$ cat src/rtl/tlhc_pkg.sv
// Shared types, constants and the CORDIC angle table of the leg height commander.
package tlhc_pkg;

  // Default number of CORDIC iterations
  localparam int unsigned CORDIC_STEPS_DEF = 16;

  // Angle table index width (table holds 23 entries)
  localparam int unsigned ANG_IDX_W = 5;

  // CORDIC datapath widths: x/y in Q1.15 with headroom, z in degrees Q16
  localparam int unsigned XY_W = 18;
  localparam int unsigned Z_W  = 25;

  // Divider widths: rounded numerator and sin(el) divisor
  localparam int unsigned NUM_W = 36;
  localparam int unsigned DEN_W = 18;

  // Field and register widths
  localparam int unsigned H_W   = 14;
  localparam int unsigned MS_W  = 18;
  localparam int unsigned MM_W  = 10;
  localparam int unsigned CFG_W = 18;

  // Fixed-point constants
  localparam logic signed [XY_W-1:0] CORDIC_GAIN = XY_W'(19898);
  localparam logic [16:0]            SQRT3_Q15   = 17'd56754;
  localparam logic [H_W-1:0]         MAX_HEIGHT  = 14'd16383;
  localparam logic [H_W-1:0]         FLAT_LO     = 14'd80;
  localparam logic [H_W-1:0]         FLAT_HI     = 14'd12640;
  localparam logic [H_W-1:0]         LEG_RESET   = 14'd9600;

  // Angle limits in sixteenths of a degree
  localparam logic signed [12:0] AZ_LO = -13'sd800;
  localparam logic signed [12:0] AZ_HI = 13'sd800;
  localparam logic signed [11:0] EL_LO = 12'sd720;
  localparam logic signed [11:0] EL_HI = 12'sd1439;

  // Operation codes
  typedef enum logic [1:0] {
    OP_DIR    = 2'd0,
    OP_FLAT   = 2'd1,
    OP_PRESET = 2'd2,
    OP_NONE   = 2'd3
  } op_e;

  // Configuration register indexes
  typedef enum logic [1:0] {
    CFG_ARM    = 2'd0,
    CFG_CENTER = 2'd1,
    CFG_MIN    = 2'd2,
    CFG_MS     = 2'd3
  } cfg_idx_e;

  // Sequencer states
  typedef enum logic [3:0] {
    ST_IDLE,
    ST_CORD_AZ,
    ST_CORD_EL,
    ST_MUL_CT,
    ST_MUL_SA,
    ST_BRACKET,
    ST_MUL_LO,
    ST_MUL_HI,
    ST_ROUND,
    ST_DIV_RUN,
    ST_TARGET,
    ST_DRIVE_ONE,
    ST_DRIVE_TWO,
    ST_EMIT
  } state_e;

  // CORDIC rotation vector
  typedef struct packed {
    logic signed [XY_W-1:0] x;
    logic signed [XY_W-1:0] y;
    logic signed [Z_W-1:0]  z;
  } cordic_vec_t;

  // atan(2^-i) in degrees, Q16
  function automatic logic signed [Z_W-1:0] atan_q16(input logic [ANG_IDX_W-1:0] i);
    logic signed [Z_W-1:0] a;
    case (i)
      5'd0:    a = Z_W'(2949120);
      5'd1:    a = Z_W'(1740967);
      5'd2:    a = Z_W'(919879);
      5'd3:    a = Z_W'(466945);
      5'd4:    a = Z_W'(234379);
      5'd5:    a = Z_W'(117304);
      5'd6:    a = Z_W'(58666);
      5'd7:    a = Z_W'(29335);
      5'd8:    a = Z_W'(14668);
      5'd9:    a = Z_W'(7334);
      5'd10:   a = Z_W'(3667);
      5'd11:   a = Z_W'(1833);
      5'd12:   a = Z_W'(917);
      5'd13:   a = Z_W'(458);
      5'd14:   a = Z_W'(229);
      5'd15:   a = Z_W'(115);
      5'd16:   a = Z_W'(57);
      5'd17:   a = Z_W'(29);
      5'd18:   a = Z_W'(14);
      5'd19:   a = Z_W'(7);
      5'd20:   a = Z_W'(4);
      5'd21:   a = Z_W'(2);
      5'd22:   a = Z_W'(1);
      default: a = '0;
    endcase
    return a;
  endfunction

endpackage

$ cat src/rtl/tlhc_cordic.sv
// One rotation-mode CORDIC iteration, shared by the azimuth and elevation passes.
module tlhc_cordic (
  input  tlhc_pkg::cordic_vec_t               vec_i,
  input  logic [tlhc_pkg::ANG_IDX_W-1:0]      idx_i,
  output tlhc_pkg::cordic_vec_t               vec_o
);
  import tlhc_pkg::*;

  logic signed [XY_W-1:0] dx;
  logic signed [XY_W-1:0] dy;
  logic signed [Z_W-1:0]  ang;

  // arithmetic shifts floor towards minus infinity
  assign dx  = vec_i.y >>> idx_i;
  assign dy  = vec_i.x >>> idx_i;
  assign ang = atan_q16(idx_i);

  // rotate towards zero residual angle
  always_comb begin
    if (!vec_i.z[Z_W-1]) begin
      vec_o.x = vec_i.x - dx;
      vec_o.y = vec_i.y + dy;
      vec_o.z = vec_i.z - ang;
    end else begin
      vec_o.x = vec_i.x + dx;
      vec_o.y = vec_i.y - dy;
      vec_o.z = vec_i.z + ang;
    end
  end

endmodule

$ cat config.mk
export PLATFORM = sky130hd
export DESIGN_NAME = tlhc_cordic
export DESIGN_NICKNAME = d
export VERILOG_FILES = /design/src/rtl/tlhc_pkg.sv /design/src/rtl/tlhc_cordic.sv
export SDC_FILE = /design/constraint.sdc
export NUM_CORES = 1
export LEC_CHECK = 0
export BUFFER_PORTS_ARGS = -buffer_cell sky130_fd_sc_hd__buf_2
export CAP_MARGIN = 20
export CELL_PAD_IN_SITES_DETAIL_PLACEMENT = 2
export CELL_PAD_IN_SITES_GLOBAL_PLACEMENT = 2
export CORE_UTILIZATION = 35
export DETAILED_ROUTE_END_ITERATION = 8
export GPL_ROUTABILITY_DRIVEN = 0
export PLACE_DENSITY_LB_ADDON = 0.1
export SETUP_SLACK_MARGIN = 0.3
export SYNTH_ARGS = -nofsm -noshare
export SYNTH_HDL_FRONTEND = slang
export SYNTH_SLANG_ARGS = --single-unit
$ cat constraint.sdc
create_clock -name vclk -period 19.64
set_clock_uncertainty 0.2 [all_clocks]
set_input_delay 3.928 -clock vclk [all_inputs]
set_output_delay 3.928 -clock vclk [all_outputs]
set_load 0.01 [all_outputs]
==> impl_metrics.yaml <==
outcome:
  status: "complete, no violations"
route:
  finalWirelength_um: 26000
  drt_iter0_drc: 380
  dr.pass1.iters: 5
  route.detailed.drc: 0
  final_antenna_net_count: 0
  vias: 7567
  wl_per_cell_um: 21.7
  vias_per_cell: 6.32
floorplan:
  initial_utilization_pct: 36.2
  die_h_um: 140
  die_area_um2: 19500
  io_pins: 127
  core.rowCount: 49
  die_w_um: 140
  core_um2: 18300
clock_tree:
  cts_resized: 0
  post-cts-setup-buffers: 0
  ctsHoldBuffers: 0
global_routing:
  first_global_vias: 8006
  grt_max_degree: 71
  track_usage_pct: 26.2
  grt_antenna_before_repair: 0
  overflow: 0
  grt_pass1_wl_um: 41900
logic_synthesis:
  ys_seq_area_share_pct: 0
  ys_warn_count: 0
  ys_types: 74
  synth_cells: 880
  syn_avg_cell_area_um2: 7.52
  synth_fp_nets: 1019
  synth_area_um2: 6620
run:
  max_cap_violations: 0
finish:
  drive_above_1_share_pct: 20.5
  fin_area_um2: 7390
  seq_area_um2: 0
  design.seq.count: 0
  n_antenna_cell: 0
  nFillCells: 2239
  final_cell_mix: "buf_2 (127), nor2_1 (86), a21oi_1 (72), ha_1 (70), xnor2_1 (62)"
  area_growth_pct: 11.7
  final_common_cell: "buf_2"
  multi_input_area_um2: 6300
  final_nets: 1110
  clock_buffer_count: 0
pwr:
  p_total_mw: 0.379
  p_per_area_nw_per_um2: 51.3
  leakagePower_nw: 3.11
  ir_worst_vdd_mv: 0.0257
timing:
  rsz0062_at_grt: "false"
  slew_headroom_pct: 31.4
  timing.hold.ws_ps: 7990
  setup_tns_ps: 0
  finalCriticalPeriod_ps: 14490
  fin_crit_sh_pct: 73.8
  fmax_mhz: 69.0
  slew_violations: 0
  worst_pin_slew_ps: 1030
  setup_violations: 0
  hold_violations: 0
setup_path:
  start_kind: "primary input"
  slowest_delay_ps: 770
  cp.required_ps: 15510
  arrival_ps: 10370
  slowest_stage: "clkinv_1"
  cpLargestDelayFamily: "compound AO/OA/AOI/OAI gates"
  path_cells: "buf_2 > buf_4 > clkinv_1 > ha_1 > mux4_2 > a21oi_1 > nand4_1 > nor4b_4 > nor2_1 > xor2_1 > ha_1 > o21a_1 > o21a_1 > o21ai_0 > a2111o_1 > a21oi_1 > o41ai_1 > mux2_2 > a311oi_1 > buf_2"
  end_kind: "primary output"
  crit_fanout: 51
  critPathBufInv: 4
  worstSetupPathType: "primary input to primary output"
placement:
  dpl_cell_area_um2: 7390
  hpwl_um: 20700
  io_buffers: 127
worst_hold_path:
  worstHoldStart: "vec_i[43]"
  hold_class: "primary input to primary output"
  min_to: "vec_o[43]"
  hold_depth: 3
-- routing by layer --
metal / vias to the layer above / track usage, % / part of all wire (%)
met2: 227 / 46.4 / 48
met5: - / 0 / 0
met4: 0 / 9.49 / 3.3
met1: 3758 / 33.8 / 45
li1: 3528 / - / -
met3: 54 / 1.34 / 3.7
-- where the power goes --
group / internal (mW) / switching [mW]
Sequential: 0 / 0
Combinational: 0.161 / 0.218
Clock: 0 / 0
-- synth_stat cells (23+ instances only) --
| cell type | number | area (um^2) |
|---|---|---|
| a21oi_1 | 72 | 360 |
| clkbuf_1 | 29 | 109 |
| ha_1 | 70 | 876 |
| inv_1 | 27 | 101 |
| mux4_2 | 37 | 833 |
| nand2_1 | 53 | 199 |
| nor2_1 | 86 | 323 |
| nor2b_1 | 23 | 144 |
| nor3_1 | 28 | 140 |
| o21ai_0 | 57 | 285 |
| xnor2_1 | 62 | 543 |
| xor2_1 | 28 | 245 |
-- metrics by stage --
step | std cells | setup slack, ps | utilization [%]
3_3_place_gp | 1198 | 5410 | 40.5
6_report | 1198 | 5150 | 40.5
4_1_cts | 1198 | 5170 | 40.5
5_1_grt | 1198 | 4760 | 40.5
2_1_floorplan | 880 | 6580 | -
3_5_place_dp | 1198 | 5190 | 40.5
-- worst max-delay path by stage --
stage | from | end | slack (ps) | cells past startpoint
6_report | idx_i[1] | vec_o[24] | 5150 | 20
3_5_place_dp | idx_i[1] | vec_o[24] | 5190 | 20
5_1_grt | idx_i[1] | vec_o[24] | 4760 | 23
4_1_cts | idx_i[1] | vec_o[24] | 5170 | 20
3_3_place_gp | idx_i[1] | vec_o[24] | 5410 | 21
2_1_floorplan | idx_i[1] | vec_o[24] | 6580 | 20
-- area by class of cell --
type | instances | area share, %
Inverter | 29 | 1.47
Timing Repair Buffer | 136 | 9.51
Tap cell | 229 | 3.87
Multi-Input combinational cell | 804 | 85.1
-- logic make-up after synthesis --
family	count (synthesis)	share of synthesized area, %
simple gates	281	21.5
xor+xnor	90	11.9
buf+inv	76	4.90
fa+ha+maj	73	14.1
mux	68	18.2
compound gates	292	29.4
No activity file was read; power rests on OpenSTA's default activity.
