==> src/rtl/tlhc_pkg.sv <==
// Shared types, constants and the CORDIC angle table of the leg height commander.
package tlhc_pkg;

  // Default number of CORDIC iterations
  localparam int unsigned CORDIC_STEPS_DEF = 16;

  // Angle table index width (table holds 23 entries)
  localparam int unsigned ANG_IDX_W = 5;

  // CORDIC datapath widths: x/y in Q1.15 with headroom, z in degrees Q16
  localparam int unsigned XY_W = 18;
  localparam int unsigned Z_W  = 25;

  // Divider widths: rounded numerator and sin(el) divisor
  localparam int unsigned NUM_W = 36;
  localparam int unsigned DEN_W = 18;

  // Field and register widths
  localparam int unsigned H_W   = 14;
  localparam int unsigned MS_W  = 18;
  localparam int unsigned MM_W  = 10;
  localparam int unsigned CFG_W = 18;

  // Fixed-point constants
  localparam logic signed [XY_W-1:0] CORDIC_GAIN = XY_W'(19898);
  localparam logic [16:0]            SQRT3_Q15   = 17'd56754;
  localparam logic [H_W-1:0]         MAX_HEIGHT  = 14'd16383;
  localparam logic [H_W-1:0]         FLAT_LO     = 14'd80;
  localparam logic [H_W-1:0]         FLAT_HI     = 14'd12640;
  localparam logic [H_W-1:0]         LEG_RESET   = 14'd9600;

  // Angle limits in sixteenths of a degree
  localparam logic signed [12:0] AZ_LO = -13'sd800;
  localparam logic signed [12:0] AZ_HI = 13'sd800;
  localparam logic signed [11:0] EL_LO = 12'sd720;
  localparam logic signed [11:0] EL_HI = 12'sd1439;

  // Operation codes
  typedef enum logic [1:0] {
    OP_DIR    = 2'd0,
    OP_FLAT   = 2'd1,
    OP_PRESET = 2'd2,
    OP_NONE   = 2'd3
  } op_e;

  // Configuration register indexes
  typedef enum logic [1:0] {
    CFG_ARM    = 2'd0,
    CFG_CENTER = 2'd1,
    CFG_MIN    = 2'd2,
    CFG_MS     = 2'd3
  } cfg_idx_e;

  // Sequencer states
  typedef enum logic [3:0] {
    ST_IDLE,
    ST_CORD_AZ,
    ST_CORD_EL,
    ST_MUL_CT,
    ST_MUL_SA,
    ST_BRACKET,
    ST_MUL_LO,
    ST_MUL_HI,
    ST_ROUND,
    ST_DIV_RUN,
    ST_TARGET,
    ST_DRIVE_ONE,
    ST_DRIVE_TWO,
    ST_EMIT
  } state_e;

  // CORDIC rotation vector
  typedef struct packed {
    logic signed [XY_W-1:0] x;
    logic signed [XY_W-1:0] y;
    logic signed [Z_W-1:0]  z;
  } cordic_vec_t;

  // atan(2^-i) in degrees, Q16
  function automatic logic signed [Z_W-1:0] atan_q16(input logic [ANG_IDX_W-1:0] i);
    logic signed [Z_W-1:0] a;
    case (i)
      5'd0:    a = Z_W'(2949120);
      5'd1:    a = Z_W'(1740967);
      5'd2:    a = Z_W'(919879);
      5'd3:    a = Z_W'(466945);
      5'd4:    a = Z_W'(234379);
      5'd5:    a = Z_W'(117304);
      5'd6:    a = Z_W'(58666);
      5'd7:    a = Z_W'(29335);
      5'd8:    a = Z_W'(14668);
      5'd9:    a = Z_W'(7334);
      5'd10:   a = Z_W'(3667);
      5'd11:   a = Z_W'(1833);
      5'd12:   a = Z_W'(917);
      5'd13:   a = Z_W'(458);
      5'd14:   a = Z_W'(229);
      5'd15:   a = Z_W'(115);
      5'd16:   a = Z_W'(57);
      5'd17:   a = Z_W'(29);
      5'd18:   a = Z_W'(14);
      5'd19:   a = Z_W'(7);
      5'd20:   a = Z_W'(4);
      5'd21:   a = Z_W'(2);
      5'd22:   a = Z_W'(1);
      default: a = '0;
    endcase
    return a;
  endfunction

endpackage

==> src/rtl/tlhc_div.sv <==
// Restoring divider, one quotient bit per cycle.
module tlhc_div #(
  parameter int unsigned NumW = tlhc_pkg::NUM_W,
  parameter int unsigned DenW = tlhc_pkg::DEN_W
) (
  input  logic            clk_i,
  input  logic            rst_ni,
  input  logic            start_i,
  input  logic [NumW-1:0] dividend_i,
  input  logic [DenW-1:0] divisor_i,
  output logic            done_o,
  output logic [NumW-1:0] quot_o
);
  localparam int unsigned CntW = $clog2(NumW + 1);

  logic [NumW-1:0] quot_q;
  logic [DenW-1:0] rem_q;
  logic [DenW-1:0] den_q;
  logic [CntW-1:0] cnt_q;
  logic            busy_q;
  logic            done_q;
  logic [DenW:0]   trial;
  logic [DenW:0]   rem_nx;
  logic            ge;

  // trial subtract of the next dividend bit
  assign trial  = {rem_q, quot_q[NumW-1]};
  assign ge     = trial >= {1'b0, den_q};
  assign rem_nx = ge ? trial - {1'b0, den_q} : trial;

  // control
  always_ff @(posedge clk_i or negedge rst_ni) begin
    if (!rst_ni) begin
      busy_q <= 1'b0;
      done_q <= 1'b0;
      cnt_q  <= '0;
    end else begin
      done_q <= 1'b0;
      if (start_i) begin
        busy_q <= 1'b1;
        cnt_q  <= CntW'(NumW);
      end else if (busy_q) begin
        cnt_q <= cnt_q - 1'b1;
        if (cnt_q == CntW'(1)) begin
          busy_q <= 1'b0;
          done_q <= 1'b1;
        end
      end
    end
  end

  // datapath
  always_ff @(posedge clk_i) begin
    if (start_i) begin
      quot_q <= dividend_i;
      rem_q  <= '0;
      den_q  <= divisor_i;
    end else if (busy_q) begin
      quot_q <= {quot_q[NumW-2:0], ge};
      rem_q  <= rem_nx[DenW-1:0];
    end
  end

  assign done_o = done_q;
  assign quot_o = quot_q;

endmodule

==> config.mk <==
export PLATFORM = sky130hd
export DESIGN_NAME = tlhc_div
export DESIGN_NICKNAME = d
export VERILOG_FILES = /design/src/rtl/tlhc_pkg.sv /design/src/rtl/tlhc_div.sv
export SDC_FILE = /design/constraint.sdc
export NUM_CORES = 1
export LEC_CHECK = 0
export BUFFER_PORTS_ARGS = -buffer_cell sky130_fd_sc_hd__clkbuf_2
export CORE_UTILIZATION = 54
export CTS_CLUSTER_DIAMETER = 200
export CTS_CLUSTER_SIZE = 10
export DETAILED_ROUTE_END_ITERATION = 12
export GPL_TIMING_DRIVEN = 0
export HOLD_SLACK_MARGIN = 0.05
export PLACE_DENSITY = 0.8
export SLEW_MARGIN = 10
export SYNTH_ARGS = -nofsm -noshare
export SYNTH_HDL_FRONTEND = slang
export SYNTH_SLANG_ARGS = --single-unit
==> constraint.sdc <==
create_clock -name clk_i -period 3.6 [get_ports clk_i]
set_clock_uncertainty 0.2 [all_clocks]
set_input_delay 0.36 -clock clk_i [delete_from_list [all_inputs] [get_ports clk_i]]
set_output_delay 0.36 -clock clk_i [all_outputs]
set_load 0.005 [all_outputs]
==> run_results.csv <==
group,metric,value,unit
clock_tree,clock_latency,0.36,ns
clock_tree,path_clk_slew,0.09,ns
power_and_ir_drop,p_int,1.50,mW
synthesis,ys_top_cells_by_area,"edfxtp_1 38%, mux2_2 9.3%, dfxtp_1 8.5%",
route,via_per_inst,5.64,
clock_tree,clock_sinks,80,
route,drc,0,
synthesis,synth_edf_count,54,
placement,gp_congestion,0.895,
worst_setup_path,path_max_fanout,3,
worst_setup_path,crit_buf_inv,2,
floorplan,start_util,57.1,%
synthesis,syn_area,4230,sq um
global_route,antenna_found_initial,0,
route,drtPass1Iterations,4,
worst_setup_path,worstPathCellList,"inv_1 -> ha_1 -> inv_1 -> fa_1 -> a211oi_1 -> o21ai_0 -> a221oi_1 -> o21ai_0 -> and3b_1 -> o211ai_1 -> o21ai_1",
min_path,worst_hold_path_type,"input pin to flip-flop",
power_and_ir_drop,power,2.06,mW
synthesis,yosysTopAreaCell,"edfxtp_1",
floorplan,core,7410,sq um
synthesis,post-synth-top-count-cell,"edfxtp_1",
global_route,grt_pass1_vias,3317,
synthesis,synth.top_cell.area_share,38.4,%
timing,hold_viol,0,
finish,area_growth,22.5,%
power_and_ir_drop,switchingPower,0.564,mW
synthesis,syn_area_per_cell,11.3,sq um
power_and_ir_drop,power.density,399,nW/um^2
finish,nets,574,
worst_setup_path,critPathKind,"flip-flop to flip-flop",
global_route,grt_max_degree,38,
route,route.met2.wl,4620,um
finish,fillerInstances,568,
power_and_ir_drop,clock_power_share,29.0,%
synthesis,synthTopCellsByCount,"54 x edfxtp_1, 35 x mux2_2, 33 x nor2_1",
global_route,track_usage,24.4,%
worst_setup_path,arrival,3.12,ns
global_route,grt_overflow,0,
clock_tree,cts_tree,"built",
worst_setup_path,crit_slowest_cell,"edfxtp_1",
clock_tree,cts.path.max_buffers,2,
global_route,grt_pass1_wl,15600,um
placement,dp_cells,565,
power_and_ir_drop,swShare,27.3,%
power_and_ir_drop,leakage,2.27,nW
timing,post-route-min-period,3.09,ns
clock_tree,cts_made_buffers,9,
power_and_ir_drop,ir_drop,0.303,mV
route,antenna_left,0,
timing,slew_violations,0,
timing,fmax,323,MHz
timing,period_share,85.9,%
placement,io_buffers,93,
floorplan,rows,31,
timing,rsz0062_at_grt,"false",
timing,setup_violations,0,
clock_tree,h-tree-depth,3,
floorplan,boundaryPins,94,
synthesis,syn_nets,451,
flow_run,drv_cap,0,
placement,hpwl,6660,um
route,route.final.wire_length,9600,um
route,wl_met1,4190,um
timing,finalSetupTns,0,ns
synthesis,synthArstFlopShare,10.0,%
finish,instances_no_fill,600,
route,vias,3383,
route,highest_layer,"met4",
route,wl_per_cell,16.0,um
finish,layout-drive-gt1-share,30.7,%
worst_setup_path,cp-end-kind,"flip-flop",
timing,slew_headroom,43.4,%
worst_setup_path,required,3.63,ns
clock_tree,clock-root-buffer,"clkbuf_8",
power_and_ir_drop,p_comb_share,17.2,%
power_and_ir_drop,seq_power_share,53.8,%
route,initialDrtViolationCount,253,
worst_setup_path,worst_setup_path_start_kind,"flip-flop",
status,status,"finished clean",
synthesis,yosysSeqAreaShare,51.6,%
synthesis,synth_seq_cells,80,
finish,antenna_cells,0,
timing,worst_pin_slew,0.846,ns
synthesis,synth_cell_types,59,
route,wl_met3,565,um
floorplan,die_x,90.5,um
floorplan,die_h,90.5,um
floorplan,die-area,8180,sq um
synthesis,yosys_warnings,0,
worst_setup_path,critPathTopFamily,"compound AO/OA/AOI/OAI gates",
synthesis,syn_inst,373,
worst_setup_path,slowest_delay,0.42,ns
synthesis,ys.flop_type,"edfxtp_1",
-- timing repair --
item | 4_1_cts | 5_1_grt
endpoints found under the hold margin | 26 | 0
hold buffers | 19 | 0
setup buffers | 0 | 0
resized for setup | 0 | 0
-- per-layer routing --
metal	vias to the layer above	global-route usage (%)
met5	-	0
met4	0	9.68
met3	18	5.98
met2	105	40.3
met1	1628	30.8
li1	1632	-
-- state kept, by name (all words and copies together) (netlist names) --
register and cells:
done_o 1, rem_q 18, quot_o 36, cnt_q 6, busy_q 1, den_q 18
-- final timing paths --
path                               start         to  slack [ns]  cells past startpoint
max in group asynchronous         rst_ni   cnt_q[2]        2.84                      2
max                           quot_o[35]  rem_q[16]        0.51                     11
min                        dividend_i[0]  quot_o[0]        0.08                      3
min reg2reg                    rem_q[16]  rem_q[17]        0.30                      2
max reg2reg                   quot_o[35]  rem_q[16]        0.51                     11
min in group asynchronous         rst_ni   cnt_q[3]        0.18                      2
-- power by group through the flow --
stage               logic (mW)  registers [mW]  clock network, mW
CTS                      0.353            1.11              0.610
global placement         0.323            1.13                  0
global route             0.389            1.12              0.635
floorplan                0.209            1.13                  0
detailed placement       0.334            1.13                  0
finish                   0.354            1.11              0.599
-- worst reg2reg max path, delay by kind of cell, from the launching register on --
kind	cells	cell delay, ns
DFF	1	0.42
AOI/OAI and AO/OA	6	1.43
adders and majority gates	2	0.58
and+or+nand+nor	1	0.20
buffers and inverters	2	0.13
-- layout make-up --
class	count	area (sq um)	area share, %
Timing Repair Buffer	112	656	12.7
Sequential cell	80	2180	42.1
Multi-Input combinational cell	253	1870	36.2
Buffer	15	80.1	1.55
Clock buffer	10	128	2.46
Clock inverter	6	42.5	0.821
Inverter	25	93.8	1.81
Tap cell	99	124	2.39
-- cell families (layout without fill, tap and decap cells) --
group	Yosys count	count (layout)	synth area share [%]
AOI/OAI and AO/OA	76	76	12.4
buffers and inverters	40	168	4.11
xor gates and xnor gates	16	16	3.32
muxes	42	42	11.0
adders and majority gates	21	21	6.39
DFF	80	80	51.6
and+or+nand+nor	98	98	11.1
-- metrics by stage --
stage                     setup slack [ns]  hold WS, ns  utilization [%]  area, sq um
final                                0.506       0.0752             69.9         5180
after global routing                 0.216       0.0871             69.9         5180
after CTS                            0.539       0.0646             69.9         5180
after detailed placement             0.551       0.0148             65.0         4820
after global placement               0.586       0.0129             65.0         4820
after floorplan                      0.897       -0.136                -         4230
-- cells in the final DEF (no fill, tap or decap), types with 6 or more instances in the layout --
| master | n |
|---|---|
| nand2_1 | 25 |
| clkbuf_8 | 9 |
| ha_1 | 20 |
| mux2_2 | 35 |
| a21oi_1 | 11 |
| edfxtp_1 | 54 |
| inv_1 | 24 |
| o21ai_0 | 13 |
| nand3_1 | 6 |
| clkbuf_2 | 93 |
| dfrtp_1 | 8 |
| a211oi_1 | 13 |
| dfxtp_1 | 18 |
| xnor2_1 | 13 |
| mux2i_1 | 7 |
| clkbuf_1 | 10 |
| a21o_1 | 6 |
| dlygate4sd3_1 | 19 |
| nor2_1 | 33 |
Note: power is estimated with default switching activity, not from simulation.
